[src/three_wire_uart_tx_framer_unit_macros.svh]
// ----------------------------------------------------------------------------
// three-wire uart tx framer assertion macros
// shorthand for the clocked, reset-qualified checks used at the top level
// ----------------------------------------------------------------------------
`ifndef THREE_WIRE_UART_TX_FRAMER_UNIT_MACROS_SVH
`define THREE_WIRE_UART_TX_FRAMER_UNIT_MACROS_SVH

// same-cycle implication
`define TUF_ASSERT_SAME(label, ante, cons, msg) \
  label: assert property (@(posedge clk) disable iff (!rst_n) (ante) |-> (cons)) \
    else $error(msg);

// next-cycle implication
`define TUF_ASSERT_NEXT(label, ante, cons, msg) \
  label: assert property (@(posedge clk) disable iff (!rst_n) (ante) |=> (cons)) \
    else $error(msg);

`endif

[src/tuf_pkg.sv]
// ----------------------------------------------------------------------------
// tuf_pkg
// shared types and constants of the three-wire uart tx framer
// ----------------------------------------------------------------------------
package tuf_pkg;

  // word codes on the input channel
  typedef enum logic [1:0] {
    ACT_START   = 2'd0,
    ACT_PAYLOAD = 2'd1,
    ACT_CLEAR   = 2'd2,
    ACT_RSVD    = 2'd3
  } action_t;

  localparam logic [7:0] SLIP_DELIM     = 8'hC0;
  localparam logic [7:0] ESC_LEAD       = 8'hDB;
  localparam logic [7:0] ESC_DELIM_CODE = 8'hDC;
  localparam logic [7:0] ESC_SELF_CODE  = 8'hDD;

  localparam logic [3:0] TYPE_ACK_PKT  = 4'h1;
  localparam logic [3:0] TYPE_HCI_CMD  = 4'h2;
  localparam logic [3:0] TYPE_ACL_DATA = 4'h4;
  localparam logic [3:0] TYPE_SCO_DATA = 4'h5;

  // back-end step codes of a header job
  localparam logic [2:0] HDR_STEP_OPEN  = 3'd0;
  localparam logic [2:0] HDR_STEP_LAST  = 3'd4;
  localparam logic [2:0] HDR_STEP_CLOSE = 3'd5;
  // back-end step codes of a payload job
  localparam logic [2:0] PAY_STEP_DATA  = 3'd0;
  localparam logic [2:0] PAY_STEP_CLOSE = 3'd1;

  localparam int QUEUE_DEPTH_DEF = 4;

  // one unit of work handed from front to back
  typedef struct packed {
    logic             is_hdr;  // header job, else payload job
    logic             close;   // closing delimiter follows
    logic [3:0][7:0]  bytes;   // header bytes, or payload byte in entry 0
  } job_t;

  function automatic logic needs_escape(input logic [7:0] b);
    return (b == SLIP_DELIM) || (b == ESC_LEAD);
  endfunction

  function automatic logic type_reliable(input logic [3:0] t);
    return (t == TYPE_ACK_PKT) || (t == TYPE_HCI_CMD) ||
           (t == TYPE_ACL_DATA) || (t == TYPE_SCO_DATA);
  endfunction

endpackage

[src/tuf_front.sv]
// ----------------------------------------------------------------------------
// tuf_front
// accepts input words, tracks packet state and builds header or payload jobs
// ----------------------------------------------------------------------------
module tuf_front import tuf_pkg::*; (
  input  logic        clk,
  input  logic        rst_n,
  input  logic        in_valid,
  output logic        in_ready,
  input  logic [1:0]  in_action,
  input  logic [3:0]  in_pkt_type,
  input  logic [11:0] in_pkt_len,
  input  logic [2:0]  in_ack_num,
  input  logic [7:0]  in_data_byte,
  input  logic        q_full,
  output logic        q_push,
  output job_t        q_job
);

  logic [2:0]  seq_r, seq_nxt;
  logic [11:0] left_r, left_nxt;
  logic        open_r, open_nxt;

  logic        acc;
  logic        rel;
  logic [7:0]  h0, h1, h2, h3;
  logic [11:0] left_dec;
  action_t     act;

  assign in_ready = !q_full;
  assign acc      = in_valid && in_ready;
  assign act      = action_t'(in_action);

  assign rel      = type_reliable(in_pkt_type);
  assign h0       = {rel, 1'b0, in_ack_num, (rel ? seq_r : 3'd0)};
  assign h1       = {in_pkt_len[3:0], in_pkt_type};
  assign h2       = in_pkt_len[11:4];
  assign h3       = ~(h0 + h1 + h2);
  assign left_dec = left_r - 12'd1;

  always_comb begin
    seq_nxt  = seq_r;
    left_nxt = left_r;
    open_nxt = open_r;
    q_push   = 1'b0;
    q_job    = '0;
    if (acc) begin
      case (act)
        ACT_START: begin
          q_push       = 1'b1;
          q_job.is_hdr = 1'b1;
          q_job.close  = (in_pkt_len == 12'd0);
          q_job.bytes  = {h3, h2, h1, h0};
          if (rel) begin
            seq_nxt = seq_r + 3'd1;
          end
          open_nxt = (in_pkt_len != 12'd0);
          left_nxt = in_pkt_len;
        end
        ACT_PAYLOAD: begin
          if (open_r) begin
            q_push         = 1'b1;
            q_job.close    = (left_dec == 12'd0);
            q_job.bytes[0] = in_data_byte;
            left_nxt       = left_dec;
            open_nxt       = (left_dec != 12'd0);
          end
        end
        ACT_CLEAR: begin
          seq_nxt = 3'd0;
        end
        default: begin
        end
      endcase
    end
  end

  always_ff @(posedge clk) begin
    if (!rst_n) begin
      seq_r  <= 3'd0;
      left_r <= 12'd0;
      open_r <= 1'b0;
    end else begin
      seq_r  <= seq_nxt;
      left_r <= left_nxt;
      open_r <= open_nxt;
    end
  end

endmodule

[src/tuf_queue.sv]
// ----------------------------------------------------------------------------
// tuf_queue
// small first-in first-out queue of jobs between front and back
// ----------------------------------------------------------------------------
module tuf_queue import tuf_pkg::*; #(
  parameter int QUEUE_DEPTH = QUEUE_DEPTH_DEF
) (
  input  logic clk,
  input  logic rst_n,
  input  logic push,
  input  job_t push_job,
  output logic full,
  input  logic pop,
  output logic nonempty,
  output job_t head_job
);

  localparam int AW = (QUEUE_DEPTH > 1) ? $clog2(QUEUE_DEPTH) : 1;
  localparam int CW = $clog2(QUEUE_DEPTH + 1);
  localparam logic [AW-1:0] LAST_IDX = AW'(QUEUE_DEPTH - 1);
  localparam logic [CW-1:0] FULL_CNT = CW'(QUEUE_DEPTH);

  job_t          mem_r [QUEUE_DEPTH];
  logic [AW-1:0] wr_r, rd_r;
  logic [CW-1:0] cnt_r;
  logic          do_push, do_pop;

  assign full     = (cnt_r == FULL_CNT);
  assign nonempty = (cnt_r != '0);
  assign do_push  = push && !full;
  assign do_pop   = pop && nonempty;
  assign head_job = mem_r[rd_r];

  always_ff @(posedge clk) begin
    if (do_push) begin
      mem_r[wr_r] <= push_job;
    end
  end

  always_ff @(posedge clk) begin
    if (!rst_n) begin
      wr_r  <= '0;
      rd_r  <= '0;
      cnt_r <= '0;
    end else begin
      if (do_push) begin
        wr_r <= (wr_r == LAST_IDX) ? '0 : wr_r + AW'(1);
      end
      if (do_pop) begin
        rd_r <= (rd_r == LAST_IDX) ? '0 : rd_r + AW'(1);
      end
      if (do_push && !do_pop) begin
        cnt_r <= cnt_r + CW'(1);
      end else if (do_pop && !do_push) begin
        cnt_r <= cnt_r - CW'(1);
      end
    end
  end

endmodule

[src/tuf_back.sv]
// ----------------------------------------------------------------------------
// tuf_back
// walks the head job one line byte per cycle unless the output stalls, slip-escaping
// ----------------------------------------------------------------------------
module tuf_back import tuf_pkg::*; (
  input  logic       clk,
  input  logic       rst_n,
  input  logic       job_valid,
  input  job_t       job,
  output logic       job_pop,
  output logic       out_valid,
  input  logic       out_ready,
  output logic [7:0] out_byte,
  output logic       out_run_last,
  output logic       out_frame_end
);

  logic [2:0] step_r, step_nxt;
  logic       esc_r, esc_nxt;
  logic       ov_r, ov_nxt;
  logic [7:0] ob_r, ob_nxt;
  logic       last_r, last_nxt;
  logic       fe_r, fe_nxt;

  logic       fire;
  logic       is_open, is_close, is_final_data;
  logic [1:0] bidx;
  logic [7:0] cur;
  logic       done;

  assign fire          = job_valid && (!ov_r || out_ready);
  assign is_open       = job.is_hdr && (step_r == HDR_STEP_OPEN);
  assign is_close      = job.is_hdr ? (step_r == HDR_STEP_CLOSE) : (step_r == PAY_STEP_CLOSE);
  assign is_final_data = job.is_hdr ? (step_r == HDR_STEP_LAST) : (step_r == PAY_STEP_DATA);
  // header steps 1..4 pick header bytes 0..3
  assign bidx          = job.is_hdr ? (step_r[1:0] - 2'd1) : 2'd0;
  assign cur           = job.bytes[bidx];

  always_comb begin
    step_nxt = step_r;
    esc_nxt  = esc_r;
    ov_nxt   = ov_r && !out_ready;
    ob_nxt   = ob_r;
    last_nxt = last_r;
    fe_nxt   = fe_r;
    done     = 1'b0;
    job_pop  = 1'b0;
    if (fire) begin
      ov_nxt   = 1'b1;
      last_nxt = 1'b0;
      fe_nxt   = 1'b0;
      if (is_open || is_close) begin
        ob_nxt = SLIP_DELIM;
        fe_nxt = is_close;
        done   = 1'b1;
      end else if (needs_escape(cur) && !esc_r) begin
        ob_nxt  = ESC_LEAD;
        esc_nxt = 1'b1;
      end else begin
        if (esc_r) begin
          ob_nxt = (cur == SLIP_DELIM) ? ESC_DELIM_CODE : ESC_SELF_CODE;
        end else begin
          ob_nxt = cur;
        end
        esc_nxt = 1'b0;
        done    = 1'b1;
      end
      if (done) begin
        if (is_close || (is_final_data && !job.close)) begin
          job_pop  = 1'b1;
          last_nxt = 1'b1;
          step_nxt = 3'd0;
        end else begin
          step_nxt = step_r + 3'd1;
        end
      end
    end
  end

  always_ff @(posedge clk) begin
    if (!rst_n) begin
      step_r <= 3'd0;
      esc_r  <= 1'b0;
      ov_r   <= 1'b0;
    end else begin
      step_r <= step_nxt;
      esc_r  <= esc_nxt;
      ov_r   <= ov_nxt;
    end
  end

  always_ff @(posedge clk) begin
    ob_r   <= ob_nxt;
    last_r <= last_nxt;
    fe_r   <= fe_nxt;
  end

  assign out_valid     = ov_r;
  assign out_byte      = ob_r;
  assign out_run_last  = last_r;
  assign out_frame_end = fe_r;

endmodule

[src/three_wire_uart_tx_framer_unit.sv]
// ----------------------------------------------------------------------------
// three_wire_uart_tx_framer_unit
// three-wire uart (h5) transmit framer: delimits, builds headers, slip-escapes
// ----------------------------------------------------------------------------
// input channel (in_valid/in_ready): one word per accepted handshake. a start
// word opens a packet and yields the opening 0xc0, four escaped header bytes
// and, for zero length, the closing 0xc0. a payload word yields its escaped
// byte and, on the last counted byte, the closing 0xc0. payload words with no
// open packet, clear words and the unused code give no output.
// output channel (out_valid/out_ready): one line byte per word, out_run_last
// marks the final byte caused by an input word, out_frame_end the closing
// delimiter.
// with the queue empty, an accepted word is written into the queue and the back
// end then loads its first byte into the output register; it emits one line byte
// per cycle unless the receiver stalls it. the front takes one word per cycle as
// long as the job queue (QUEUE_DEPTH entries) has room. reset: sequence counter
// zero, no packet open, queue and output register empty. when the receiver
// stalls, the output register holds its byte, the back end stops, the queue
// fills and then in_ready drops.
// ----------------------------------------------------------------------------
`include "three_wire_uart_tx_framer_unit_macros.svh"

module three_wire_uart_tx_framer_unit import tuf_pkg::*; #(
  parameter int QUEUE_DEPTH = QUEUE_DEPTH_DEF  // job queue entries, 2 and up
) (
  input  logic        clk,
  input  logic        rst_n,
  // input channel
  input  logic        in_valid,
  output logic        in_ready,
  input  logic [1:0]  in_action,
  input  logic [3:0]  in_pkt_type,
  input  logic [11:0] in_pkt_len,
  input  logic [2:0]  in_ack_num,
  input  logic [7:0]  in_data_byte,
  // result channel
  output logic        out_valid,
  input  logic        out_ready,
  output logic [7:0]  out_byte,
  output logic        out_run_last,
  output logic        out_frame_end
);

  // front to queue
  logic q_push;
  job_t q_job;
  logic q_full;
  // queue to back
  logic q_nonempty;
  job_t q_head;
  logic q_pop;

  // front: classify words, hold sequence and length state, build jobs
  tuf_front u_front (
    .clk          (clk),
    .rst_n        (rst_n),
    .in_valid     (in_valid),
    .in_ready     (in_ready),
    .in_action    (in_action),
    .in_pkt_type  (in_pkt_type),
    .in_pkt_len   (in_pkt_len),
    .in_ack_num   (in_ack_num),
    .in_data_byte (in_data_byte),
    .q_full       (q_full),
    .q_push       (q_push),
    .q_job        (q_job)
  );

  // decoupling queue so a stalled line does not stall classification
  tuf_queue #(
    .QUEUE_DEPTH (QUEUE_DEPTH)
  ) u_queue (
    .clk      (clk),
    .rst_n    (rst_n),
    .push     (q_push),
    .push_job (q_job),
    .full     (q_full),
    .pop      (q_pop),
    .nonempty (q_nonempty),
    .head_job (q_head)
  );

  // back: serialize and escape, registered output
  tuf_back u_back (
    .clk           (clk),
    .rst_n         (rst_n),
    .job_valid     (q_nonempty),
    .job           (q_head),
    .job_pop       (q_pop),
    .out_valid     (out_valid),
    .out_ready     (out_ready),
    .out_byte      (out_byte),
    .out_run_last  (out_run_last),
    .out_frame_end (out_frame_end)
  );

  // the front never pushes into a full queue
  `TUF_ASSERT_SAME(a_no_overflow, q_push, !q_full, "job pushed into full queue")

  // a closing delimiter is a delimiter and ends the run of its input word
  `TUF_ASSERT_SAME(a_close_is_last, out_valid && out_frame_end,
                   out_byte == SLIP_DELIM && out_run_last,
                   "closing delimiter malformed")

  // an escape byte is always followed at once by its second half
  `TUF_ASSERT_NEXT(a_escape_pair,
                   out_valid && out_ready && out_byte == ESC_LEAD && !out_run_last,
                   out_valid && (out_byte == ESC_DELIM_CODE || out_byte == ESC_SELF_CODE),
                   "escape byte not followed by escape code")

  // the queue only drains through the back end when it holds a job
  `TUF_ASSERT_SAME(a_pop_nonempty, q_pop, q_nonempty, "pop from empty queue")

endmodule

[config.mk]
export PLATFORM = sky130hd
export DESIGN_NAME = three_wire_uart_tx_framer_unit
export DESIGN_NICKNAME = d
export VERILOG_FILES = /design/src/tuf_pkg.sv /design/src/tuf_front.sv /design/src/tuf_queue.sv /design/src/tuf_back.sv /design/src/three_wire_uart_tx_framer_unit.sv
export VERILOG_INCLUDE_DIRS = /design/src /design/src/src
export SDC_FILE = /design/constraint.sdc
export NUM_CORES = 1
export LEC_CHECK = 0
export BUFFER_PORTS_ARGS = -buffer_cell sky130_fd_sc_hd__buf_4
export CORE_MARGIN = 10
export CORE_UTILIZATION = 66
export DETAILED_ROUTE_END_ITERATION = 10
export HOLD_SLACK_MARGIN = 0.1
export PLACE_DENSITY = 0.95
export SLEW_MARGIN = 40
export SYNTH_ARGS = -nofsm -noshare
export SYNTH_HDL_FRONTEND = slang
export SYNTH_SLANG_ARGS = --single-unit
[constraint.sdc]
create_clock -name clk -period 7.7 [get_ports clk]
set_clock_uncertainty 0.2 [all_clocks]
set_input_delay 0 -clock clk [delete_from_list [all_inputs] [get_ports clk]]
set_output_delay 0 -clock clk [all_outputs]
set_load 0.1 [all_outputs]
Word-level counts from Yosys, hierarchy flattened
Memory sizes are Yosys's and may differ from the RTL's. A register that Yosys moved wholly into a read port is not among the register bits.
Index checks and enable logic that the tools add are counted.
- register bits: 38
- bits in writable memories: 136
- bits of input ports: 33
- output and inout port bits: 12
- word-level logic and storage cells: 125
- memories kept: 1
- $add $sub $neg: 10
- $lt $le $gt $ge: 1
- eq/ne operators: 16
- muxes and demuxes: 42
- bitwise logic cells: 2
- reductions and logical operators: 40
- memory list (name ; depth ; bits a word ; rd ports ; clocked after Yosys merged registers in ; write ports ; RTL line ; source):
    u_queue.mem_r ; 4 ; 34 ; 1 ; 1 ; 1 ; tuf_queue.sv:23 ; job_t mem_r [QUEUE_DEPTH];
- operators with widths (operator ; count):
    34-bit two-way mux ; 1
    12-bit logical NOT ; 2
    24-bit two-way mux ; 1
    8-bit two-way mux ; 3
    12-bit case mux with 2 select lines ; 1
    12-bit nonzero test ; 2
    1-bit two-way mux ; 18
    8-bit adder ; 2
    8-bit binary-select mux with 2-bit select ; 1
    8-bit equality test, second input constant ; 2
    8-bit case mux with 2 select lines ; 1
    3-bit two-way mux ; 5
    12-bit two-way mux ; 1
    12-bit by 1-bit subtractor with 12-bit output, second input constant ; 1
    1-bit logical AND ; 10
    2-bit two-way mux ; 5
    3-bit by 1-bit adder with 3-bit output, second input constant ; 3
    3-bit equality test, second input constant ; 3
    4-bit by 3-bit equality test with 1-bit output, second input constant ; 2
    8-bit inverter ; 1
    1-bit logical NOT ; 7
    1-bit logical OR ; 7
    2-bit equality test, second input constant ; 3
    1-bit case mux with 2 select lines ; 3
    other kinds (19) ; 26

Logic depth before layout (Yosys ltp)
Gate-level depths: netlist of run 1.
- depth after elaboration: 16
- mapped depth: 18
- depth with buffers taken out: 16

Hierarchy
Synthesis of run 1 repeated with hierarchy kept, for this count alone.
- cells, all modules: 619
- area total of the unflattened synthesis: 8496.9 um^2
- modules (own cells, without submodules) (module ; times used ; cells each ; area each (um^2) ; seq. area each (um^2)):
    tuf_queue ; 1 ; 229 ; 5436.5 ; 4264.1
    tuf_front ; 1 ; 254 ; 1864.3 ; 320.3
    tuf_back ; 1 ; 136 ; 1196.1 ; 400.4

Least setup slack after synthesis of run 1
Ideal clock, no wire load.
- kind: reg2reg
- from: reg u_back.step_r[0]
- to: reg u_queue.cnt_r[2]
- setup time: 0.076 ns
- arrival time: 3.671 ns
- data required time: 7.424 ns
- slack: 3.754 ns
- stages on the path, launching flop included: 18
- path buffers: 3
- period minus slack after synthesis: 3.946 ns
- path through: dfxtp_1 clkbuf_1 inv_1 buf_2 ha_1 nor2b_4 buf_6 o21ai_2 or4_4 a21boi_4 a211oi_2 inv_1 ha_1 inv_1 fa_1 xor2_1 or3_1 a21boi_0
- longest elaborated chain between the ends: 16
- elaborated cells between the ends (all ways): 30
- those cells by class: 1 x add/sub; 5 x eq/ne; 12 x mux; 12 x reduce/logical
- RTL lines (element ; RTL line ; source):
    start, declared ; tuf_back.sv:18 ; logic [2:0] step_r, step_nxt;
    start signal, assigned ; tuf_back.sv:86 ; step_r <= step_nxt;
    2-bit by 1-bit subtractor with 2-bit output ; tuf_back.sv:36 ; assign bidx = job.is_hdr ? (step_r[1:0] - 2'd1) : 2'd0;
    2-bit two-way mux ; tuf_back.sv:36 ;
    8-bit binary-select mux with 2-bit select ; tuf_back.sv:37 ; assign cur = job.bytes[bidx];
    8-bit two-way mux (implied by the code) ; tuf_back.sv:37 ;
    8-bit equality test ; tuf_pkg.sv:43 ; return (b == SLIP_DELIM) || (b == ESC_LEAD);
    1-bit logical OR ; tuf_pkg.sv:43 ;
    1-bit logical AND ; tuf_back.sv:56 ; end else if (needs_escape(cur) && !esc_r) begin
    1-bit two-way mux ; tuf_back.sv:56 ;
    1-bit two-way mux ; tuf_back.sv:52 ; if (is_open || is_close) begin
    1-bit two-way mux ; tuf_back.sv:48 ; if (fire) begin
    1-bit two-way mux (*) ; n/a ;
    1-bit two-way mux (*) ; tuf_back.sv:48 ;
    1-bit logical AND (*) ; tuf_queue.sv:31 ; assign do_pop = pop && nonempty;
    1-bit logical NOT ; tuf_queue.sv:52 ; if (do_push && !do_pop) begin
    1-bit logical AND ; tuf_queue.sv:52 ;
    3-bit two-way mux / 2-bit nonzero test (equally long branches) ; n/a ;
    end signal, assigned ; tuf_queue.sv:53 ; cnt_r <= cnt_r + CW'(1);
    end signal, assigned ; tuf_queue.sv:55 ; cnt_r <= cnt_r - CW'(1);
    end, declared ; tuf_queue.sv:25 ; logic [CW-1:0] cnt_r;
Mark *: on every way between the ends. The rest lies on a longest branch, timed or not. The select of a mux whose other input is x is not followed.
A chain may end at the register's enable or synchronous reset.

==> reports/metrics.yaml, run 1 <==
status: "finished clean"
num_antenna_cells: 0
power_density_mw_per_mm2: 310
hold_path.class: "in2reg"
drive_gt1_frac: 0.189
avgSynthCellArea_um2: 14.0
grt_pass1_wl_mm: 33.0
setup_viol_count_final: 0
cts.root.buffer_cell: "clkbuf_16"
busiest_layer: "met2"
crit_required_ps: 7850
crit_slowest_cell: "mux4_2"
synth_area_mm2: 0.00812
clk_path_buf_depth: 2
synth_nets: 639
p_int_mw: 1.92
ys_types: 60
power_frac_seq: 0.392
synth_top_area_cell: "edfxtp_1"
worstMarginPinSlew_ps: 861
cts_setup_buffers: 0
cts.sinks: 176
grt_util_met2: 0.433
grt_pass1_vias: 5768
synthCells: 579
p_clk_frac: 0.286
critPathMaxStageDelay_ps: 760
synthTopCellsByArea: "edfxtp_1, mux4_2, dfxtp_1, ha_1, and2_1"
fin_tns_setup_ps: 0
clk_pin_slew_ps: 70
synth_ff_type: "edfxtp_1"
overflow: 0
yosys.area.top_type_share: 0.540
die_w_um: 131
timing.final.max_slew_violations: 0
gp_congestion: 0.906
htree_levels: 4
final.setup.worst_slack_ps: 2680
max_freq_ghz: 0.199
path_class: "reg2reg"
track_usage: 0.264
die_area_mm2: 0.0171
place_ws_ps: 2810
coreArea_mm2: 0.0120
synth_edf_count: 146
endpoint_kind: "flop"
postRouteAntennaNets: 0
period_share: 0.652
cp_max_fo: 34
worstPathCellList: "buf_4 -> mux4_2 -> and2_4 -> mux2_4 -> o21ai_1 -> nand4_1 -> a21boi_4 -> a211oi_2 -> inv_1 -> ha_1 -> inv_1 -> fa_1 -> xor2_1 -> or3_1 -> a21boi_0"
ys_warn_count: 0
fin_crit_ps: 5020
drt-pass1-iter-count: 5
routedWlPerCell_um: 25.7
crit_arrival_ps: 5170
hold_violations: 0
start_util: 0.676
async_reset_ff_frac: 0
ir_drop_uv: 187
crit_top_cell: "inv_1"
grt_antenna_before_repair: 0
routed_wl_mm: 21.2
p_comb_frac: 0.322
ys_ff_latch: 176
critPathLaunchType: "flop"
io_buffers: 44
layout.nets: 726
die_h_um: 131
num-fill-cells: 616
first_iter_violations: 768
io_pins: 45
grt_max_degree: 35
power_leakage_nw: 3.41
power_switching_mw: 1.05
slew_headroom: 0.421
area_delta_synth_final_pct: 17.7
grt_use_met1: 0.315
switching_share: 0.353
use_met3: 0.0753
routed_via_density: 6.86
dp_hpwl_mm: 12.6
drv_cap: 0
rsz0062_at_grt: "false"
cts_buffers: 17
drc_errors: 0
rows: 40
worst_skew_pair.late_latency_ps: 440
cts_tree: "built"
via_count: 5667
ys_seq_area_frac: 0.614
[routing by layer]
metal  wire [um]  up-vias  part of all wire
met2       10600      483              0.50
met5           0        -                 0
met4         939        0             0.044
met1        7580     2748              0.36
li1            -     2351                 -
met3        2130       85              0.10
[worst paths after layout]
kind	startpoint	to	slack, ps	depth (start not counted)
max reg2reg	flop	u_queue.cnt_r[2]	2680	15
max	flop	u_queue.cnt_r[2]	2680	15
min	in_ack_num[1]	u_queue.mem_r[3][28]	170	5
min reg2reg	u_queue.wr_r[1]	u_queue.wr_r[1]	310	2
[worst max-delay path: cells and delay by family (launching register included)]
| kind | cells | cell delay, ps |
|---|---|---|
| compound gates | 4 | 1060 |
| mux | 2 | 1050 |
| simple gates | 3 | 820 |
| buf+inv | 3 | 700 |
| fa+ha+maj | 2 | 590 |
| flops | 1 | 310 |
| xor+xnor | 1 | 170 |
[power groups by stage]
stage	registers, mW	clock network (mW)	logic (mW)
floorplan	1.38	0	0.508
global placement	1.17	0	0.862
detailed placement	1.18	0	0.903
CTS	1.16	0.836	0.940
global route	1.17	0.888	1.01
finish	1.16	0.847	0.956
[cells by family (layout without fill, tap and decap cells)]
family	count (synthesis)	after routing	synth area share
fa+ha+maj	27	27	0.0490
simple gates	174	174	0.108
flops	176	176	0.614
xor+xnor	15	15	0.0162
mux	46	46	0.111
compound gates	92	92	0.0741
buf+inv	49	149	0.0276
[layout by cell type, fill, tap and decap left out, drive strengths merged, types with 10 or more instances in the layout]
| cell | instances |
|---|---|
| clkbuf | 20 |
| mux4 | 34 |
| ha | 19 |
| nor2 | 42 |
| inv | 26 |
| a21oi | 22 |
| edfxtp | 146 |
| and2 | 31 |
| dlygate4sd3 | 44 |
| nor2b | 10 |
| buf | 50 |
| dfxtp | 30 |
| nand3 | 11 |
| nand2 | 43 |
| o21ai | 30 |
[synthesized netlist by cell type (2+ instances only)]
master / count
edfxtp_1: 146
nand2_1: 43
nor2_1: 42
mux4_2: 34
and2_1: 30
dfxtp_1: 30
o21ai_0: 25
inv_1: 23
a21oi_1: 21
ha_1: 19
clkbuf_1: 16
nand3_1: 10
nor2b_1: 9
nor3_1: 9
xnor2_1: 9
a21boi_0: 8
fa_1: 8
mux2i_1: 8
nor4_1: 7
a32oi_1: 6
xor2_1: 6
a21o_1: 5
and3_1: 5
buf_2: 5
buf_6: 4
nand2b_1: 4
a22oi_1: 3
nand4_1: 3
o21ai_1: 3
a22o_1: 2
mux2_4: 2
nand3b_1: 2
o21ai_2: 2
o21bai_1: 2
o22ai_1: 2
or3_1: 2
[timing repair]
action,CTS,global route
setup endpoints to repair,0,0
endpoints found under the hold margin,134,0
gates resized for setup,0,0
hold buffers,44,0
[layout make-up]
class / count / area (um2) / share of cell area
clock buffer: 20 / 437 / 0.0457
clock inverter: 12 / 134 / 0.0140
inverter: 23 / 86.3 / 0.00904
multi-input combinational: 354 / 2910 / 0.305
sequential: 176 / 4990 / 0.522
tap: 147 / 184 / 0.0193
timing repair buffer: 94 / 816 / 0.0854
[state kept, by name (all words and copies together) (netlist names), named ones only]
register and count:
u_back.out_valid 1, u_back.out_run_last 1, u_queue.wr_r 2, u_back.out_frame_end 1
u_front.open_r 1, u_queue.rd_r 2, u_back.out_byte 8, u_back.step_r 3
u_back.esc_r 1, u_front.left_r 12, u_queue.cnt_r 3, u_front.seq_r 3
u_queue.mem_r 136
[through the flow]
stage	std cells	power, mW	area (um2)	util	hold WS [ps]
finish	826	2.96	9550	0.795	170
global route	826	3.07	9550	0.795	193
CTS	826	2.94	9550	0.795	156
detailed placement	750	2.08	8540	0.711	103
global placement	750	2.04	8540	0.711	91.6
floorplan	579	1.89	8120	-	-32.4
No activity file was read; power rests on OpenSTA's default activity.
==> run 2: changes to the inputs <==
Settings changed: CORE_UTILIZATION 66 to 55, PLACE_DENSITY 0.95 to 0.87.
Clock period 7.7 ns to 4.3 ns, I/O delays scaled along.
==> run 2 against run 1 <==
Die area is 17% higher. Non-clock buffer count is 7 higher. Final area is 1.2% higher. Largest cell class unchanged. Critical path type unchanged. Via count is 5.4% lower. Critical endpoint unchanged.
==> reports/metrics.yaml, run 2 (synthesis gave the netlist of run 1 again) <==
status: "finished clean"
power_density_mw_per_mm2: 541
max_freq_ghz: 0.246
worstMarginPinSlew_ps: 801
grt_antenna_before_repair: 1
stdcell_area_mm2: 0.00967
ir_drop_uv: 298
clk_path_buf_depth: 2
first_iter_violations: 590
dp_hpwl_mm: 12.3
crit_top_cell: "inv_1"
postRouteAntennaNets: 0
holdCritStartpoint: "in_ack_num[1]"
cts_buffers: 17
holdPathEnd: "u_queue.mem_r[3][28]"
final_cell_mix: "edfxtp_1, buf_4, dlygate4sd3_1, nand2_1, nor2_1"
die_w_um: 141
grt_pass1_vias: 5687
cts.root.buffer_cell: "clkbuf_16"
hold_path.class: "in2reg"
utilization: 0.668
cp_max_fo: 28
crit_arrival_ps: 4210
track_usage: 0.199
layout.nets: 733
largest_register_ff_count: 136
crit_required_ps: 4440
endpoint_kind: "flop"
grt_max_degree: 35
area_delta_synth_final_pct: 19.1
period_share: 0.946
min_path_cells: 5
cts_tree: "built"
final_common_cell: "edfxtp_1"
rows: 44
critPathLaunchType: "flop"
io_buffers: 44
drt-pass1-iter-count: 5
setup_viol_count_final: 0
timing.hold.ws_ps: 179
place_inst: 793
io_pins: 45
gp_congestion: 0.917
htree_levels: 4
fin_tns_setup_ps: 0
path_class: "reg2reg"
fin_cells: 871
worst_skew_pair.late_latency_ps: 430
crit_buf_inv: 3
slew_headroom: 0.466
routed_wl_mm: 19.1
start_util: 0.561
ff2ff_setup_slack_ps: 230
die_area_mm2: 0.0200
routed_via_density: 6.16
via_count: 5363
rsz0062_at_grt: "false"
worstPathCellList: "buf_12 -> mux4_2 -> mux2i_1 -> a41oi_1 -> nor4_2 -> a21boi_4 -> a211oi_2 -> inv_1 -> ha_1 -> inv_1 -> fa_1 -> xor2_1 -> or3_1 -> a21boi_0"
power_leakage_nw: 3.45
crit_slowest_cell: "mux4_2"
cpLargestDelayFamily: "compound AO/OA/AOI/OAI gates"
overflow: 0
top_register: "u_queue.mem_r"
place_area_mm2: 0.00866
hold_violations: 0
timing.final.max_slew_violations: 0
clk_pin_slew_ps: 60
drc_errors: 0
drv_cap: 0
drive_gt1_frac: 0.192
coreArea_mm2: 0.0145
ff2ff_path_depth: 14
die_h_um: 141
grt_pass1_wl_mm: 30.8
critPathMaxStageDelay_ps: 530
routedWlPerCell_um: 21.9
r2r_end: "u_queue.cnt_r[2]"
fin_crit_ps: 4070
cts.sinks: 176
run 2: cell count changes in the layout (fill, tap and decap cells not counted), moves of 2 or more:
cell | previous run | this run
buf_4 | 50 | 55
clkbuf_1 | 3 | 7
clkbuf_8 | 0 | 3
inv_6 | 3 | 0
buf_12 | 0 | 2
clkinvlp_4 | 5 | 3
run 2: worst reg2reg max path, stage by stage (launching register included):
cell	delay, ps
dfxtp_2	360
buf_12	250
mux4_2	550
mux2i_1	270
a41oi_1	190
nor4_2	360
a21boi_4	310
a211oi_2	120
inv_1	90
ha_1	180
inv_1	60
fa_1	380
xor2_1	160
or3_1	310
a21boi_0	200
run 2: layer usage:
layer  global-route usage  share of wire
met1                0.248           0.38
met3               0.0401          0.078
met5                    0              0
met4               0.0904          0.028
met2                0.329           0.52
run 2: worst max path at each step:
stage	endpoint	slack [ps]	cells after the start	start
floorplan	u_queue.cnt_r[2]	350	17	u_back.step_r[0]
global placement	u_queue.cnt_r[2]	340	14	flop
detailed placement	u_queue.cnt_r[2]	170	14	flop
CTS	u_queue.cnt_r[2]	100	14	flop
global route	u_queue.cnt_r[2]	10	14	flop
finish	u_queue.cnt_r[2]	230	14	flop
run 2: area by class of cell:
class	count	area, um2
fillers	943	4810
clock inverters	5	57.6
diodes	1	2.50
inverters	23	86.3
clock buffers	27	493
well taps	184	230
flip-flops and latches	176	4990
multi-input cells	354	2920
repair buffers	101	893
run 2: repair_timing:
action	CTS	global route
endpoints found under the setup margin	0	1
hold buffers	44	0
resized for setup	0	1
buffers inserted	0	1
endpoints found under the hold margin	138	0
run 2: metrics by stage:
step | power (mW) | setup slack [ps]
2_1_floorplan | 3.39 | 354
3_3_place_gp | 3.71 | 337
3_5_place_dp | 3.77 | 166
4_1_cts | 5.24 | 101
5_1_grt | 5.44 | 12.8
6_report | 5.23 | 233
run 2: report_power, final:
group,internal [mW],switching (mW),leakage (nW)
Clock,0.843,0.602,0.258
Sequential,2.01,0.0615,1.58
Combinational,0.603,1.11,1.61
Total,3.45,1.78,3.45
